File: src/design/ihd_pkg.sv
// Package for the impact hit detector: payload types, constants and the LED bar table.
`default_nettype none
package ihd_pkg;

	localparam int MAX_POINTS = 5;
	localparam int LED_COUNT  = 8;
	localparam int HP_W       = 3;
	localparam int LED_W      = 4;
	localparam int SAMPLE_W   = 12;
	localparam int TIME_W     = 32;
	localparam int LOCK_W     = 16;
	localparam int CFG_DATA_W = 16;
	localparam int HP_ENTRIES = 1 << HP_W;

	localparam logic [SAMPLE_W-1:0] THRESHOLD_RESET = SAMPLE_W'(800);
	localparam logic [LOCK_W-1:0]   LOCKOUT_RESET   = LOCK_W'(300);
	localparam logic [HP_W-1:0]     HP_FULL         = HP_W'(MAX_POINTS);

	typedef enum logic [0:0] {
		CFG_TRIGGER_LEVEL = 1'b0,
		CFG_LOCKOUT_MS    = 1'b1
	} cfg_reg_t;

	typedef struct packed {
		logic [SAMPLE_W-1:0] sample;
		logic [TIME_W-1:0]   now_ms;
		logic                reset_pressed;
	} sample_t;

	typedef struct packed {
		logic                hit;
		logic                died;
		logic [HP_W-1:0]     hp_left;
		logic [LED_W-1:0]    leds_lit;
		logic                bar_shown;
		logic                in_lockout;
		logic                peak_valid;
		logic [SAMPLE_W-1:0] peak_value;
	} result_t;

	typedef logic [LED_W-1:0] led_table_t [HP_ENTRIES];

	function automatic led_table_t build_led_table();
		led_table_t t;
		for (int i = 0; i < HP_ENTRIES; i++) begin
			t[i] = LED_W'((i * LED_COUNT) / MAX_POINTS);
		end
		return t;
	endfunction

	localparam led_table_t LED_TABLE = build_led_table();

endpackage
`default_nettype wire

File: src/design/ihd_channels.sv
// Interfaces for the sample, result and configuration channels.
`default_nettype none
interface ihd_sample_if import ihd_pkg::*; ();
	logic    valid;
	logic    ready;
	sample_t data;
	modport source (output valid, output data, input ready);
	modport sink (input valid, input data, output ready);
endinterface

interface ihd_result_if import ihd_pkg::*; ();
	logic    valid;
	logic    ready;
	result_t data;
	modport source (output valid, output data, input ready);
	modport sink (input valid, input data, output ready);
endinterface

interface ihd_cfg_if import ihd_pkg::*; ();
	logic                  valid;
	logic                  ready;
	cfg_reg_t              index;
	logic [CFG_DATA_W-1:0] wdata;
	modport source (output valid, output index, output wdata, input ready);
	modport sink (input valid, input index, input wdata, output ready);
endinterface
`default_nettype wire

File: src/design/impact_hit_detector.sv
// Impact hit detector top level: hit counting, lockout, peak hold and health bar.
//
// A sample request on smp carries one sensor sample, the millisecond time and
// the reset button; each one yields exactly one result request on rslt.
// Requests are taken when valid and ready are both high.
// An accepted sample is held in the input register; its result is loaded
// into the output register once that register is free, and rslt.valid
// rises with it; the result is then taken when rslt.ready is high.
// Throughput is one sample per cycle while the receiver does not stall: the hit
// state is updated in the same cycle that the result register is loaded, so
// back-to-back samples see the state left by their predecessor.
// When the receiver stalls, the result register holds its request and the
// input register holds one more sample; smp.ready drops only when both are full.
// The cfg channel writes the trigger level (index 0) or lockout_ms (index 1),
// always ready; user must write it only while no sample is in flight (unchecked).
// Reset (arst_n low) empties both registers, restores the register defaults
// (level 800, lockout 300 ms) and sets full hit points, disarmed, no bar,
// no held peak and last hit time zero.
`default_nettype none
module impact_hit_detector import ihd_pkg::*; (
	input  wire logic clk,
	input  wire logic arst_n,
	ihd_sample_if.sink   smp,
	ihd_result_if.source rslt,
	ihd_cfg_if.sink      cfg
);

	logic [SAMPLE_W-1:0] threshold_q;
	logic [LOCK_W-1:0]   lockout_q;

	logic [HP_W-1:0]     hp_q;
	logic [TIME_W-1:0]   last_hit_q;
	logic                armed_q;
	logic [SAMPLE_W-1:0] peak_q;
	logic                bar_q;

	logic    valid_s1;
	sample_t item_s1;
	logic    out_valid_q;
	result_t out_q;

	logic out_free;
	logic advance;

	logic [TIME_W-1:0]   elapsed;
	logic                cooling;
	logic                above;
	logic                hit;
	logic                died;
	logic                report;
	logic [HP_W-1:0]     hp_d;
	logic [TIME_W-1:0]   last_hit_d;
	logic                armed_d;
	logic [SAMPLE_W-1:0] peak_d;
	logic                bar_d;
	logic                stamp;
	result_t             res_d;

	assign out_free  = !out_valid_q || rslt.ready;
	assign advance   = valid_s1 && out_free;
	assign smp.ready = !valid_s1 || out_free;
	assign cfg.ready = 1'b1;

	assign rslt.valid = out_valid_q;
	assign rslt.data  = out_q;

	always_ff @(posedge clk or negedge arst_n) begin
		if (!arst_n) begin
			threshold_q <= THRESHOLD_RESET;
			lockout_q   <= LOCKOUT_RESET;
		end else if (cfg.valid) begin
			case (cfg.index)
				CFG_TRIGGER_LEVEL: threshold_q <= cfg.wdata[SAMPLE_W-1:0];
				CFG_LOCKOUT_MS:    lockout_q   <= cfg.wdata[LOCK_W-1:0];
				default:           threshold_q <= threshold_q;
			endcase
		end
	end

	always_comb begin
		elapsed = item_s1.now_ms - last_hit_q;
		cooling = (elapsed[TIME_W-1:LOCK_W] == '0) && (elapsed[LOCK_W-1:0] < lockout_q);
		above   = item_s1.sample > threshold_q;

		hp_d       = hp_q;
		last_hit_d = last_hit_q;
		armed_d    = armed_q;
		peak_d     = peak_q;
		bar_d      = bar_q;
		hit        = 1'b0;
		died       = 1'b0;
		report     = 1'b0;
		stamp      = 1'b0;

		if (item_s1.reset_pressed) begin
			hp_d       = HP_FULL;
			last_hit_d = item_s1.now_ms;
			armed_d    = 1'b0;
			bar_d      = 1'b0;
			stamp      = 1'b1;
		end else begin
			if (cooling) begin
				if (item_s1.sample > peak_q) begin
					peak_d = item_s1.sample;
				end
			end else if (peak_q != '0) begin
				report = 1'b1;
				peak_d = '0;
				bar_d  = 1'b0;
			end
			if (!above) begin
				armed_d = 1'b1;
			end
			if (armed_q && above && !cooling) begin
				hit        = 1'b1;
				armed_d    = 1'b0;
				peak_d     = item_s1.sample;
				last_hit_d = item_s1.now_ms;
				stamp      = 1'b1;
				if (hp_q <= HP_W'(1)) begin
					died  = 1'b1;
					hp_d  = HP_FULL;
					bar_d = 1'b0;
				end else begin
					hp_d  = hp_q - HP_W'(1);
					bar_d = 1'b1;
				end
			end
		end

		res_d.hit        = hit;
		res_d.died       = died;
		res_d.hp_left    = hp_d;
		res_d.leds_lit   = LED_TABLE[hp_d];
		res_d.bar_shown  = bar_d;
		res_d.in_lockout = stamp ? (lockout_q != '0) : cooling;
		res_d.peak_valid = report;
		res_d.peak_value = report ? peak_q : '0;
	end

	always_ff @(posedge clk or negedge arst_n) begin
		if (!arst_n) begin
			valid_s1    <= 1'b0;
			out_valid_q <= 1'b0;
			hp_q        <= HP_FULL;
			last_hit_q  <= '0;
			armed_q     <= 1'b0;
			peak_q      <= '0;
			bar_q       <= 1'b0;
		end else begin
			if (smp.ready) begin
				valid_s1 <= smp.valid;
			end
			if (advance) begin
				out_valid_q <= 1'b1;
				hp_q        <= hp_d;
				last_hit_q  <= last_hit_d;
				armed_q     <= armed_d;
				peak_q      <= peak_d;
				bar_q       <= bar_d;
			end else if (rslt.ready) begin
				out_valid_q <= 1'b0;
			end
		end
	end

	always_ff @(posedge clk) begin
		if (smp.valid && smp.ready) begin
			item_s1 <= smp.data;
		end
		if (advance) begin
			out_q <= res_d;
		end
	end

	a_died_needs_hit: assert property (@(posedge clk) disable iff (!arst_n)
		rslt.valid |-> (!rslt.data.died || rslt.data.hit))
		else $error("died reported without a hit");

	a_hp_range: assert property (@(posedge clk) disable iff (!arst_n)
		rslt.valid |-> (rslt.data.hp_left != '0 && rslt.data.hp_left <= HP_FULL))
		else $error("hit points out of range");

	a_reset_no_hit: assert property (@(posedge clk) disable iff (!arst_n)
		(advance && item_s1.reset_pressed) |=>
		(!rslt.data.hit && !rslt.data.peak_valid && rslt.data.hp_left == HP_FULL))
		else $error("reset button request produced a hit or peak report");

endmodule
`default_nettype wire

File: src/flat_wrapper.sv
// flat-port wrapper written by rule: the top's interface ports become plain ports
module impact_hit_detector_flat import ihd_pkg::*;
  (clk, arst_n, smp_valid, smp_data, smp_ready, rslt_valid, rslt_data, rslt_ready, cfg_valid, cfg_index, cfg_wdata, cfg_ready);
  ihd_sample_if smp_i ();
  ihd_result_if rslt_i ();
  ihd_cfg_if cfg_i ();
  input  wire logic clk;
  input  wire logic arst_n;
  input wire logic [$bits(smp_i.valid)-1:0] smp_valid;
  input wire logic [$bits(smp_i.data)-1:0] smp_data;
  output wire logic [$bits(smp_i.ready)-1:0] smp_ready;
  output wire logic [$bits(rslt_i.valid)-1:0] rslt_valid;
  output wire logic [$bits(rslt_i.data)-1:0] rslt_data;
  input wire logic [$bits(rslt_i.ready)-1:0] rslt_ready;
  input wire logic [$bits(cfg_i.valid)-1:0] cfg_valid;
  input wire logic [$bits(cfg_i.index)-1:0] cfg_index;
  input wire logic [$bits(cfg_i.wdata)-1:0] cfg_wdata;
  output wire logic [$bits(cfg_i.ready)-1:0] cfg_ready;
  assign smp_i.valid = smp_valid;
  assign smp_i.data = smp_data;
  assign smp_ready = smp_i.ready;
  assign rslt_valid = rslt_i.valid;
  assign rslt_data = rslt_i.data;
  assign rslt_i.ready = rslt_ready;
  assign cfg_i.valid = cfg_valid;
  assign cfg_i.index = cfg_index;
  assign cfg_i.wdata = cfg_wdata;
  assign cfg_ready = cfg_i.ready;
  impact_hit_detector u_core (.clk(clk), .arst_n(arst_n), .smp(smp_i), .rslt(rslt_i), .cfg(cfg_i));
endmodule
File: config.mk
export PLATFORM = sky130hd
export DESIGN_NAME = impact_hit_detector_flat
export DESIGN_NICKNAME = d
export VERILOG_FILES = /design/src/design/ihd_pkg.sv /design/src/design/ihd_channels.sv /design/src/design/impact_hit_detector.sv /design/src/flat_wrapper.sv
export SDC_FILE = /design/constraint.sdc
export NUM_CORES = 1
export LEC_CHECK = 0
export BUFFER_PORTS_ARGS = -buffer_cell sky130_fd_sc_hd__buf_4
export CORE_AREA = 2 2 184 186
export DETAILED_ROUTE_END_ITERATION = 12
export DIE_AREA = 0 0 186 188
export SETUP_SLACK_MARGIN = 0.4
export SLEW_MARGIN = 20
export SYNTH_ARGS = -nofsm -noshare
export SYNTH_HDL_FRONTEND = slang
export SYNTH_SLANG_ARGS = --single-unit
File: constraint.sdc
create_clock -name clk -period 15.6 [get_ports clk]
set_clock_uncertainty 0.15 [all_clocks]
set_input_delay 0.78 -clock clk [delete_from_list [all_inputs] [get_ports clk]]
set_output_delay 0.78 -clock clk [all_outputs]
set_load 0.1 [all_outputs]
* After elaboration in Yosys (flattened, before gate mapping)
Memories as Yosys holds them, arrays and structs flattened. A register that Yosys moved wholly into a read port is not among the register bits.
Index checks and enable logic that the tools add are counted.
** Cells by class
- Add/sub/neg operators :: 2
- $mul :: 0
- Div/mod/pow operators :: 0
- Order comparisons :: 4
- Equality and inequality tests :: 2
- Shifts and indexed selects :: 0
- Multiplexer cells :: 26
- Bitwise gates (word level) :: 4
- Reduce and logical (&&, ||, !) cells :: 22
** Operators with widths (number)
- $mux 32 :: 2
- $mux 12 :: 4
- $sub 32x32->32 :: 1
- $gt 12x12->1 :: 2
- $mux 1 :: 17
- $logic_not 16->1 :: 1
- $lt 16x16->1 :: 1
- $reduce_bool 16->1 :: 1
- $reduce_bool 12->1 :: 1
- $mux 3 :: 3
- $reduce_and 2->1 :: 4
- $logic_and 1x1->1 :: 5
- $not 3->4 :: 1
- $reduce_and 4->1 :: 1
- $reduce_bool 2->1 :: 2
- $le 3x1->1 const B :: 1
- $logic_not 1->1 :: 3
- $ne 3x2->1 const B :: 1
- $ne 3x3->1 const B :: 1
- $not 1->1 :: 3
- $reduce_bool 3->1 :: 1
- $sub 3x1->3 const B :: 1
- $logic_or 1x1->1 :: 2
- $reduce_or 2->1 :: 1
** Word-level totals
- Register bits :: 144
- Bits in latches :: 0
- RAM bits :: 0
- ROM bits :: 32
- Bits of input ports :: 67
- Output and inout bits :: 27
- Memories kept :: 1
** Memories
- (no name shown) :: words 8, width 4, read ports 1, clocked after Yosys merged registers in 1, write ports 0, RTL line impact_hit_detector.sv:134 : res_d.leds_lit = LED_TABLE[hp_d];

* Longest topological paths before layout
- Word-level depth :: 8
- Depth in mapped cells :: 28
- Gate-level depth less buffers :: 28

* Least setup slack after synthesis
No wires, ideal clock.
- Path kind :: reg2reg
- Start point :: register u_core.item_s1[1] (netlist bit)
- End point :: register, netlist name u_core.rslt.data[16]
- Data arrival time :: 5.032 ns
- Slack :: 10.158 ns
- Cell stages (with the launch flop) :: 29
- Path buffers :: 0
- Clock period less this slack :: 5.442 ns
- Cells stage by stage :: edfxtp_1 > inv_1 > ha_1 > fa_1 > nand2b_1 > a21oi_1 > o21ai_0 > nand2b_1 > a21oi_1 > o21bai_1 > a21o_1 > nand3_1 > nand2_1 > xor2_1 > ha_1 > a21oi_1 > nor2b_1 > o21ai_0 > o21ai_0 > or4_1 > nor4_1 > nand4_1 > nor4_4 > nand2b_1 > nor2_1 > a211oi_1 > ha_1 > inv_1 > mux2_2
** On the way
- Cells in the longest elaborated chain, start to end :: 8
- Elaborated cells on any way between the ends :: 9
- Those cells by class :: 1 x add/sub; 1 x order compare; 2 x mux; 1 x bitwise; 4 x reduce/logical
** RTL lines
- start, declared :: RTL line impact_hit_detector.sv:38 : sample_t item_s1;
- start signal, assigned :: RTL line impact_hit_detector.sv:169 : item_s1 <= smp.data;
- $sub 32x32->32 * :: RTL line impact_hit_detector.sv:81 : elapsed = item_s1.now_ms - last_hit_q;
- $lt 16x16->1 / $logic_not 16->1 (equally long branches) :: RTL line impact_hit_detector.sv:82 : cooling = (elapsed[TIME_W-1:LOCK_W] == '0) && (elapsed[LOCK_W-1:0] < lockout_q);
- $logic_and 1x1->1 * :: RTL line impact_hit_detector.sv:82
- $logic_not 1->1 * :: RTL line impact_hit_detector.sv:114 : if (armed_q && above && !cooling) begin
- $logic_and 1x1->1 * :: RTL line impact_hit_detector.sv:114
- $mux 3 * :: RTL line impact_hit_detector.sv:114
- $mux 3 * :: RTL line impact_hit_detector.sv:95 : if (item_s1.reset_pressed) begin
- $not 3->4 (implied by the code) * :: RTL line impact_hit_detector.sv:134
Mark *: on every way between the ends. The rest lies on a longest branch, timed or not.
A chain may end at the register's enable or synchronous reset.

* Worst setup path in the final report
- Start point :: register u_core.item_s1[1] (netlist bit)
- End point :: register, netlist name u_core.rslt.data[16]
** On the way
- Cells in the longest elaborated chain, start to end :: 8
- Elaborated cells on any way between the ends :: 9
- Those cells by class :: 1 x add/sub; 1 x order compare; 2 x mux; 1 x bitwise; 4 x reduce/logical
** RTL lines (RTL line)
- $sub 32x32->32 * :: impact_hit_detector.sv:81
- $lt 16x16->1 / $logic_not 16->1 (equally long branches) :: impact_hit_detector.sv:82
- $logic_and 1x1->1 * :: impact_hit_detector.sv:82
- $logic_not 1->1 * :: impact_hit_detector.sv:114
- $logic_and 1x1->1 * :: impact_hit_detector.sv:114
- $mux 3 * :: impact_hit_detector.sv:114
- $mux 3 * :: impact_hit_detector.sv:95
- $not 3->4 (implied by the code) * :: impact_hit_detector.sv:134
Marks and branches as above.

==> results.json <==
{
  "cp-start-kind": "register",
  "p_total_mw": 1.54,
  "synth_edf_count": 69,
  "ff2ff_path_depth": 28,
  "cts_hold_buf": 0,
  "synth_seq_area_share": 0.479,
  "num_antenna_cells": 0,
  "port-buffer-count": 92,
  "mostFrequentLayoutCells": "93 x buf_4, 87 x inv_1, 76 x ha_1",
  "cp_top_family": "simple AND/OR/NAND/NOR gates",
  "regToRegEndpoint": "u_core.rslt.data[16]$_DFFE_PP_",
  "synthesis.nets": 930,
  "syn_inst": 786,
  "drcViolationCount": 0,
  "startpoint": "u_core.item_s1[1]$_DFFE_PP_",
  "ctsResizeCount": 0,
  "worstReg2RegStart": "u_core.item_s1[1]$_DFFE_PP_",
  "cp_slowest_stage_delay_ns": 0.58,
  "root_buffer": "clkbuf_16",
  "fmax_ghz": 0.164,
  "critPathBufInv": 2,
  "p_leak_nw": 4.45,
  "hold_class": "input pin to asynchronous set/reset pin",
  "cts_buffers": 17,
  "crit_path_end": "u_core.rslt.data[16]$_DFFE_PP_",
  "postCtsSetupRepairBufs": 0,
  "die_w_um": 186,
  "end_kind": "register",
  "setup_viol": 0,
  "clk_latency_ns": 0.43,
  "antenna_found_initial": 0,
  "finalHoldViolations": 0,
  "synthesis.area_sq_mm": 0.00847,
  "place_congestion": 0.853,
  "core_sq_mm": 0.0331,
  "overflow": 0,
  "clk_path_buf_depth": 2,
  "first_global_vias": 5941,
  "period_minus_slack_ns": 6.09,
  "rsz0062_at_grt": "no",
  "drtIter0Drc": 405,
  "via_per_inst": 4.51,
  "initial_utilization": 0.256,
  "cts_tree": "yes",
  "dieArea_sq_mm": 0.0350,
  "grt_pass1_wl_mm": 31.0,
  "cts_sinks": 148,
  "final_common_cell": "buf_4",
  "clk_pin_slew_ns": 0.06,
  "fin_crit_sh": 0.390,
  "design_area_sq_mm": 0.0102,
  "rows": 67,
  "die_height_um": 188,
  "num_vias": 6048,
  "r2r_setup_slack_ns": 9.51,
  "hold_slack_ns": 0.230,
  "drv_slew": 0,
  "placed_cell_area_sq_mm": 0.00963,
  "yosysTopAreaCell": "edfxtp_1",
  "critical_path_class": "register to register",
  "yosys.area.top_type_share": 0.245,
  "cpMaxStageDelayCell": "nor4_4",
  "drtAntennaViolNets": 0,
  "fin_nets": 1025,
  "synth_ff_type": "dfrtp_1",
  "drive_gt1_frac": 0.219,
  "ys_warn_count": 0,
  "place_hpwl_mm": 14.4,
  "num_io_pins": 94,
  "tightest_slew_ns": 0.975,
  "async_flop_share": 0.534,
  "cellPowerDensity_mw_per_mm2": 151,
  "syn_area_per_cell_sq_um": 10.8,
  "wl_mm": 18.9,
  "relSlewSlack": 0.349,
  "grt_max_degree": 80,
  "netlist_top_cells_area": "edfxtp_1 24%, dfrtp_1 21%, ha_1 11%",
  "area_delta_synth_final_pct": 20.8,
  "grtUsageTotal": 0.112,
  "ys_ff_latch": 148,
  "first_pass_iters": 5,
  "htreeDepth": 4,
  "wl_per_cell_um": 14.1,
  "fin_tns_setup_ns": 0,
  "cp.required_ns": 15.62,
  "path_depth": 28,
  "maxCapViolCount": 0,
  "outcome": "completed",
  "cp_data_arrival_time_ns": 6.11,
  "ys_types": 66,
  "crit_path_max_fanout": 9,
  "vdd_ir_drop_max_mv": 0.0649
}
## registers in the layout, summed over array words and instances, names as in the netlist
register and cells:
u_core.armed_q 1, u_core.bar_q 1, u_core.hp_q 3, u_core.item_s1 45, u_core.last_hit_q 32, u_core.lockout_q 16
u_core.peak_q 12, u_core.rslt.data 24, u_core.rslt.valid 1, u_core.threshold_q 12, u_core.valid_s1 1
## worst register-to-register path, delay by kind of cell, from the launching register on
kind                     cells  cell delay (ns)
flip-flops                   1             0.34
multiplexers                 1             0.26
AND/OR/NAND/NOR             11             2.39
buffers and inverters        2             0.10
adder cells (fa/ha/maj)      4             1.01
XOR/XNOR                     1             0.06
AO/OA/AOI/OAI                9             1.53
## cells in the mapped netlist, drive strengths merged, types with 7 or more instances
| cell type | count |
|---|---|
| mux2 | 50 |
| xor2 | 10 |
| o21ai | 53 |
| nor3 | 11 |
| dfrtp | 70 |
| nand4 | 19 |
| a21oi | 48 |
| dfstp | 9 |
| and2 | 15 |
| nand2b | 15 |
| a211oi | 7 |
| nor2 | 34 |
| inv | 87 |
| nand2 | 58 |
| a21o | 18 |
| nand3 | 9 |
| ha | 76 |
| edfxtp | 69 |
| a22o | 13 |
| nor4 | 11 |
| xnor2 | 13 |
| buf | 14 |
## report_power, final
group	internal (mW)	switching (mW)	leakage [nW]
sequential	0.481	0.0398	1.61
combinational	0.248	0.375	2.56
clock	0.229	0.168	0.281
## worst min-delay path by stage
stage / startpoint / end / slack (ns)
after floorplan: u_core.hp_q[1]$_DFFE_PN0P_ / u_core.hp_q[1]$_DFFE_PN0P_ / 0.31
after global placement: u_core.hp_q[1]$_DFFE_PN0P_ / u_core.hp_q[1]$_DFFE_PN0P_ / 0.33
after detailed placement: u_core.hp_q[1]$_DFFE_PN0P_ / u_core.hp_q[1]$_DFFE_PN0P_ / 0.33
after CTS: u_core.hp_q[1]$_DFFE_PN0P_ / u_core.hp_q[1]$_DFFE_PN0P_ / 0.34
after global routing: arst_n / u_core.lockout_q[6]$_DFFE_PN0P_ / 0.31
final: arst_n / u_core.lockout_q[6]$_DFFE_PN0P_ / 0.23
## layer usage
layer,part of all wire,GRT usage
met5,0,0
met4,0.022,0.0403
met3,0.043,0.0262
met2,0.47,0.185
met1,0.46,0.143
## through the flow
step	worst slack [ns]	utilization	instances
final	9.51	0.309	1342
after global routing	9.02	0.309	1342
after CTS	9.48	0.308	1341
after detailed placement	9.48	0.291	1309
after global placement	9.68	0.291	1309
after floorplan	10.16	-	786
## final cells by class
class	instances	area [sq um]
clock inverters	8	61.3
well taps	448	561
multi-input cells	532	3980
flip-flops and latches	148	4060
repair buffers	95	737
clock buffers	24	504
fillers	3409	22900
inverters	87	327
## cell families after synthesis
| group | after synthesis | share of synthesized area |
|---|---|---|
| XOR/XNOR | 23 | 0.0238 |
| AND/OR/NAND/NOR | 193 | 0.118 |
| buffers and inverters | 106 | 0.0515 |
| adder cells (fa/ha/maj) | 77 | 0.115 |
| other | 1 | 0.000443 |
| flip-flops | 148 | 0.479 |
| multiplexers | 55 | 0.0724 |
| AO/OA/AOI/OAI | 183 | 0.140 |
No activity file was read; power rests on OpenSTA's default activity.
